## config.mk

```make
export PLATFORM = sky130hd
export DESIGN_NAME = qhc_ctrl
export DESIGN_NICKNAME = d
export VERILOG_FILES = /design/src/design/qhc_pkg.sv /design/src/design/qhc_ctrl.sv
export SDC_FILE = /design/constraint.sdc
export NUM_CORES = 1
export LEC_CHECK = 0
export ABC_AREA = 0
export BUFFER_PORTS_ARGS = -buffer_cell sky130_fd_sc_hd__buf_4
export CAP_MARGIN = 30
export CORE_AREA = 4 4 79 81
export DETAILED_ROUTE_END_ITERATION = 7
export DIE_AREA = 0 0 83 85
export GPL_ROUTABILITY_DRIVEN = 0
export PLACE_DENSITY_LB_ADDON = 0.2
export SLEW_MARGIN = 20
export SYNTH_ARGS = -nofsm -noshare
export SYNTH_HDL_FRONTEND = slang
export SYNTH_SLANG_ARGS = --single-unit
```

## constraint.sdc

```tcl
create_clock -name i_clk -period 1.75 [get_ports i_clk]
set_input_delay 0.35 -clock i_clk [delete_from_list [all_inputs] [get_ports i_clk]]
set_output_delay 0.35 -clock i_clk [all_outputs]
set_load 0.1 [all_outputs]
```

## src/design/qhc_pkg.sv

```systemverilog
// Shared types, constants and index function for the quadgram histogram block.
package qhc_pkg;

    localparam int SYMBOLS          = 27;
    localparam int TERM             = 26;
    localparam int TABLE_SIZE       = SYMBOLS * SYMBOLS * SYMBOLS * SYMBOLS;
    localparam int ADDR_W           = $clog2(TABLE_SIZE);
    localparam int SYM_W            = 5;
    localparam int FRAC_W           = 17;
    localparam int WEIGHT_W         = 16;
    localparam int DEF_COUNT_WIDTH  = 32;
    localparam int DIV_STEPS        = 17;
    localparam logic [WEIGHT_W-1:0] WEIGHT_RESET = 16'd256;

    typedef enum logic [1:0] {
        AM_LETTER,
        AM_TERM,
        AM_QUERY
    } t_amode;

    typedef struct packed {
        logic              latch;
        t_amode            amode;
        logic              rd;
        logic              wr;
        logic              clr_we;
        logic [ADDR_W-1:0] clr_addr;
        logic              push_letter;
        logic              ctx_reset;
        logic              sum_clr;
        logic              sum_acc;
        logic              div_load;
        logic              div_step;
        logic              div_first;
        logic              emit;
        logic              emit_unseen;
        logic [SYM_W-1:0]  sym;
    } t_cmd;

    typedef struct packed {
        logic opcode;
        logic is_letter;
        logic eot;
        logic in_word;
        logic q_valid;
        logic sum_zero;
    } t_stat;

    // ((a*27 + b)*27 + c)*27 + d
    function automatic logic [ADDR_W-1:0] idx(input logic [SYM_W-1:0] a,
                                              input logic [SYM_W-1:0] b,
                                              input logic [SYM_W-1:0] c,
                                              input logic [SYM_W-1:0] d);
        logic [ADDR_W-1:0] t;
        t = ADDR_W'(a) * ADDR_W'(SYMBOLS) + ADDR_W'(b);
        t = t * ADDR_W'(SYMBOLS) + ADDR_W'(c);
        t = t * ADDR_W'(SYMBOLS) + ADDR_W'(d);
        return t;
    endfunction

endpackage

```

## src/design/qhc_ctrl.sv

```systemverilog
// Sequencer: clearing pass, text read-modify-write, query sum/divide/emit.
module qhc_ctrl (
    input  logic          i_clk,
    input  logic          i_rst_n,
    input  logic          i_start,
    input  qhc_pkg::t_stat i_stat,
    output qhc_pkg::t_cmd  o_cmd,
    output logic          o_busy
);
    import qhc_pkg::*;

    typedef enum logic [3:0] {
        S_CLEAR, S_IDLE, S_DECIDE, S_TXT_RD, S_TXT_WR, S_SUM, S_SUM_END,
        S_CHECK, S_Q_RD, S_Q_LOAD, S_Q_DIV, S_Q_EMIT, S_UNSEEN
    } t_state;

    localparam int CNT_W = $clog2(DIV_STEPS);

    t_state            r_state;
    logic [ADDR_W-1:0] r_clr;
    logic [SYM_W-1:0]  r_sym;
    logic [CNT_W-1:0]  r_cnt;
    logic              r_term;
    logic              r_pend;

    assign o_busy = (r_state != S_IDLE);

    always_comb begin
        o_cmd          = '0;
        o_cmd.amode    = AM_QUERY;
        o_cmd.sym      = r_sym;
        o_cmd.clr_addr = r_clr;
        case (r_state)
            S_CLEAR:  o_cmd.clr_we = 1'b1;
            S_IDLE:   o_cmd.latch  = i_start;
            S_DECIDE: o_cmd.sum_clr = 1'b1;
            S_TXT_RD: begin
                o_cmd.rd    = 1'b1;
                o_cmd.amode = r_term ? AM_TERM : AM_LETTER;
            end
            S_TXT_WR: begin
                o_cmd.wr          = 1'b1;
                o_cmd.ctx_reset   = r_term;
                o_cmd.push_letter = !r_term;
            end
            S_SUM: begin
                o_cmd.rd      = 1'b1;
                o_cmd.sum_acc = r_pend;
            end
            S_SUM_END: o_cmd.sum_acc = 1'b1;
            S_Q_RD:    o_cmd.rd = 1'b1;
            S_Q_LOAD:  o_cmd.div_load = 1'b1;
            S_Q_DIV: begin
                o_cmd.div_step  = 1'b1;
                o_cmd.div_first = (r_cnt == '0);
            end
            S_Q_EMIT:  o_cmd.emit = 1'b1;
            S_UNSEEN:  o_cmd.emit_unseen = 1'b1;
            default: ;
        endcase
    end

    always_ff @(posedge i_clk) begin
        if (!i_rst_n) begin
            r_state <= S_CLEAR;
            r_clr   <= '0;
            r_sym   <= '0;
            r_cnt   <= '0;
            r_term  <= 1'b0;
            r_pend  <= 1'b0;
        end else begin
            case (r_state)
                S_CLEAR: begin
                    r_clr <= r_clr + 1'b1;
                    if (r_clr == ADDR_W'(TABLE_SIZE - 1)) r_state <= S_IDLE;
                end
                S_IDLE: if (i_start) r_state <= S_DECIDE;
                S_DECIDE: begin
                    r_sym  <= '0;
                    r_pend <= 1'b0;
                    if (!i_stat.opcode) begin
                        if (i_stat.is_letter) begin
                            r_term  <= 1'b0;
                            r_state <= S_TXT_RD;
                        end else if (i_stat.in_word) begin
                            r_term  <= 1'b1;
                            r_state <= S_TXT_RD;
                        end else begin
                            r_state <= S_IDLE;
                        end
                    end else if (!i_stat.q_valid) begin
                        r_state <= S_UNSEEN;
                    end else begin
                        r_state <= S_SUM;
                    end
                end
                S_TXT_RD: r_state <= S_TXT_WR;
                S_TXT_WR: begin
                    // end of text closes the word just extended
                    if (!r_term && i_stat.eot) begin
                        r_term  <= 1'b1;
                        r_state <= S_TXT_RD;
                    end else begin
                        r_state <= S_IDLE;
                    end
                end
                S_SUM: begin
                    r_pend <= 1'b1;
                    if (r_sym == SYM_W'(TERM)) r_state <= S_SUM_END;
                    else r_sym <= r_sym + 1'b1;
                end
                S_SUM_END: r_state <= S_CHECK;
                S_CHECK: begin
                    r_sym   <= '0;
                    r_state <= i_stat.sum_zero ? S_UNSEEN : S_Q_RD;
                end
                S_Q_RD:   r_state <= S_Q_LOAD;
                S_Q_LOAD: begin
                    r_cnt   <= '0;
                    r_state <= S_Q_DIV;
                end
                S_Q_DIV: begin
                    r_cnt <= r_cnt + 1'b1;
                    if (r_cnt == CNT_W'(DIV_STEPS - 1)) r_state <= S_Q_EMIT;
                end
                S_Q_EMIT: begin
                    if (r_sym == SYM_W'(TERM)) r_state <= S_IDLE;
                    else begin
                        r_sym   <= r_sym + 1'b1;
                        r_state <= S_Q_RD;
                    end
                end
                S_UNSEEN: begin
                    if (r_sym == SYM_W'(TERM)) r_state <= S_IDLE;
                    else r_sym <= r_sym + 1'b1;
                end
                default: r_state <= S_IDLE;
            endcase
        end
    end

endmodule

```

==> results_dict.tcl <==
set metrics [dict create \
    synth_compound_area_frac 0.151 \
    relSlewSlack 0.670 \
    cts_tree "done" \
    tightest_slew_ps 494 \
    cts_inserted_buffers 5 \
    core_area_mm2 0.00547 \
    peakVddDrop_mv 0.313 \
    clock_path_buffers 2 \
    synth_top_family_by_area "simple AND/OR/NAND/NOR gates" \
    cap_violations 0 \
    finalCritPeriodShare 1.05 \
    synth_xor_xnor_area_share 0.0816 \
    rsz0062_at_grt "true" \
    ys_warn_count 0 \
    layout.nets 389 \
    cp-start-kind "register" \
    critPathArrivalTime_ps 1500 \
    track_usage 0.185 \
    mostFrequentLayoutCell "buf_4" \
    seq_area_frac_synth 0.336 \
    hold_class "input pin to register" \
    critPathBufInv 3 \
    hpwl_um 4690 \
    instances_no_fill 447 \
    grt_pass1_vias 2430 \
    grt_pass1_wl_um 10900 \
    synth-seq-cells 36 \
    crit_path_max_incr_delay_ps 360 \
    crit_required_ps 1400 \
    place_area_mm2 0.00300 \
    path_depth 4 \
    slew_viol_final 0 \
    dp.cells 422 \
    grt_overflow 0 \
    crit_path_end_kind "output pin" \
    yosysTopAreaCell "dfxtp_1" \
    crit_path_cell_trace "buf_8, nor4_4, buf_4, buf_12" \
    ys_top_cells_by_area "dfxtp_1 34%, nor2_1 6.6%, xor2_1 4.5%" \
    synth_fp_nets 289 \
    start_util 0.392 \
    detailedRoute.firstPassIterationCount 4 \
    yosys.area_share.adder 0.0350 \
    antenna_found_initial 0 \
    synth-main-ff-cell "dfxtp_1" \
    async_flop_share 0 \
    rr_worst_depth 6 \
    holdPathStages 2 \
    setup_ws_ps -96.1 \
    post-route-util 0.655 \
    clock_skew_ps 4.64 \
    fp-row-count 27 \
    pin_count 50 \
    pre_cts_slack_ps 4.96 \
    netlist-cell-type-count 49 \
    timing_hold_violations_final 0 \
    setup_viol 8 \
    power_mw 1.64 \
    clock_sinks 36 \
    wl_per_cell_um 15.5 \
    cts_root_buffer "clkbuf_8" \
    htreeDepth 2 \
    fmax_ghz 0.542 \
    path_class "register to output pin" \
    dr.first_iter.drc_count 93 \
    p_leak_nw 1.43 \
    hold_slack_ps 371 \
    layout-drive-gt1-share 0.448 \
    syn_area_mm2 0.00215 \
    yosys.area_share.simple 0.341 \
    drc 0 \
    failed_checks "setup timing" \
    syn_inst 274 \
    power.density_mw_per_mm2 457 \
    die_area_mm2 0.00706 \
    fp.dieW_um 83 \
    path_clk_slew_ps 80 \
    outcome "finished with violations" \
    synthToLayoutAreaGrowth_pct 66.8 \
    critPathMaxFanout 7 \
    wl_um 6910 \
    ant_nets 0 \
    critPathTopFamily "buffers and inverters" \
    postLayoutCellArea_mm2 0.00358 \
    clock_latency_ps 290 \
    setup_tns_ps -520 \
    grt_max_degree 20 \
    final_cell_mix "77 x buf_4, 33 x nor2_1, 25 x dfxtp_1" \
    port_buffers 49 \
    muxShareOfSynthArea 0 \
    via_per_inst 5.37 \
    via_count 2400 \
    netlist.area_leader.share 0.336 \
    diodes 0 \
    die_h_um 85 \
    fin_crit_ps 1850 \
    cp_slowest_cell "dfxtp_2" \
    avgSynthCellArea_um2 7.84 \
    synth_edf_count 0 \
]
==> cells by family (layout without fill, tap and decap cells) <==
family,count (synthesis),after routing
compound gates,51,51
xor+xnor,20,20
fa+ha+maj,6,6
buf+inv,27,128
flops,36,36
simple gates,134,134
==> final timing paths <==
| path | from | to | slack [ps] |
|---|---|---|---|
| setup / recovery | r_state[3] | o_cmd[34] | -100 |
| setup reg to reg | r_state[3] | r_clr[9] | -20 |
| hold reg to reg | r_sym[4] | r_sym[4] | 470 |
| hold / removal | i_rst_n | r_cnt[4] | 370 |
==> cells in the mapped netlist (all sizes together) (2+ instances only) <==
| cell | number |
|---|---|
| xnor2 | 9 |
| and2 | 5 |
| dfxtp | 36 |
| nor2 | 38 |
| or3 | 2 |
| nand2b | 6 |
| a41oi | 2 |
| nand4 | 13 |
| nor4 | 5 |
| and3 | 9 |
| clkbuf | 11 |
| o31ai | 3 |
| o211ai | 2 |
| xor2 | 11 |
| inv | 10 |
| nand3 | 12 |
| a21oi | 15 |
| a311oi | 3 |
| buf | 6 |
| o21ai | 13 |
| nor2b | 3 |
| nor3 | 9 |
| o21a | 4 |
| nand2 | 21 |
| nand3b | 2 |
| ha | 6 |
==> per-layer routing <==
metal,global-route usage,part of all wire,up-vias
li1,-,-,1170
met1,0.201,0.42,1160
met2,0.349,0.52,64
met3,0.0456,0.048,6
met4,0.0609,0.010,0
met5,0,0,-
==> power by group <==
group / leakage, nW / switching, mW / internal, mW
logic: 1.09 / 0.110 / 0.0626
registers: 0.297 / 0.0102 / 0.825
clock network: 0.0445 / 0.311 / 0.320
total: 1.43 / 0.431 / 1.21
==> worst reg2reg max path, cell delays in order, from the launching register on <==
cell and delay, ps:
dfxtp_2 360, buf_8 150, nor4_4 340, buf_4 190, nand4_4 160, or3_1 380
a21oi_2 140
==> layout make-up <==
class	instances	area (um2)
Timing Repair Buffer	110	1090
Sequential cell	36	744
Clock buffer	7	86.3
Fill cell	457	1890
Clock inverter	1	7.51
Multi-Input combinational cell	211	1520
Tap cell	72	90.1
Inverter	10	46.3
==> registers in the layout, indices dropped and copies added, names as in the netlist <==
signal	cells
r_term	1
r_state	4
r_clr	20
r_cnt	5
r_sym	5
r_pend	1
==> repair_timing <==
item | CTS | global route
pin swaps | 8 | 12
setup endpoints to repair | 17 | 32
buffers inserted | 9 | 8
resized for setup | 67 | 23
hold buffers | 0 | 0
gates cloned | 0 | 0
(Power assumes the default switching activity.)
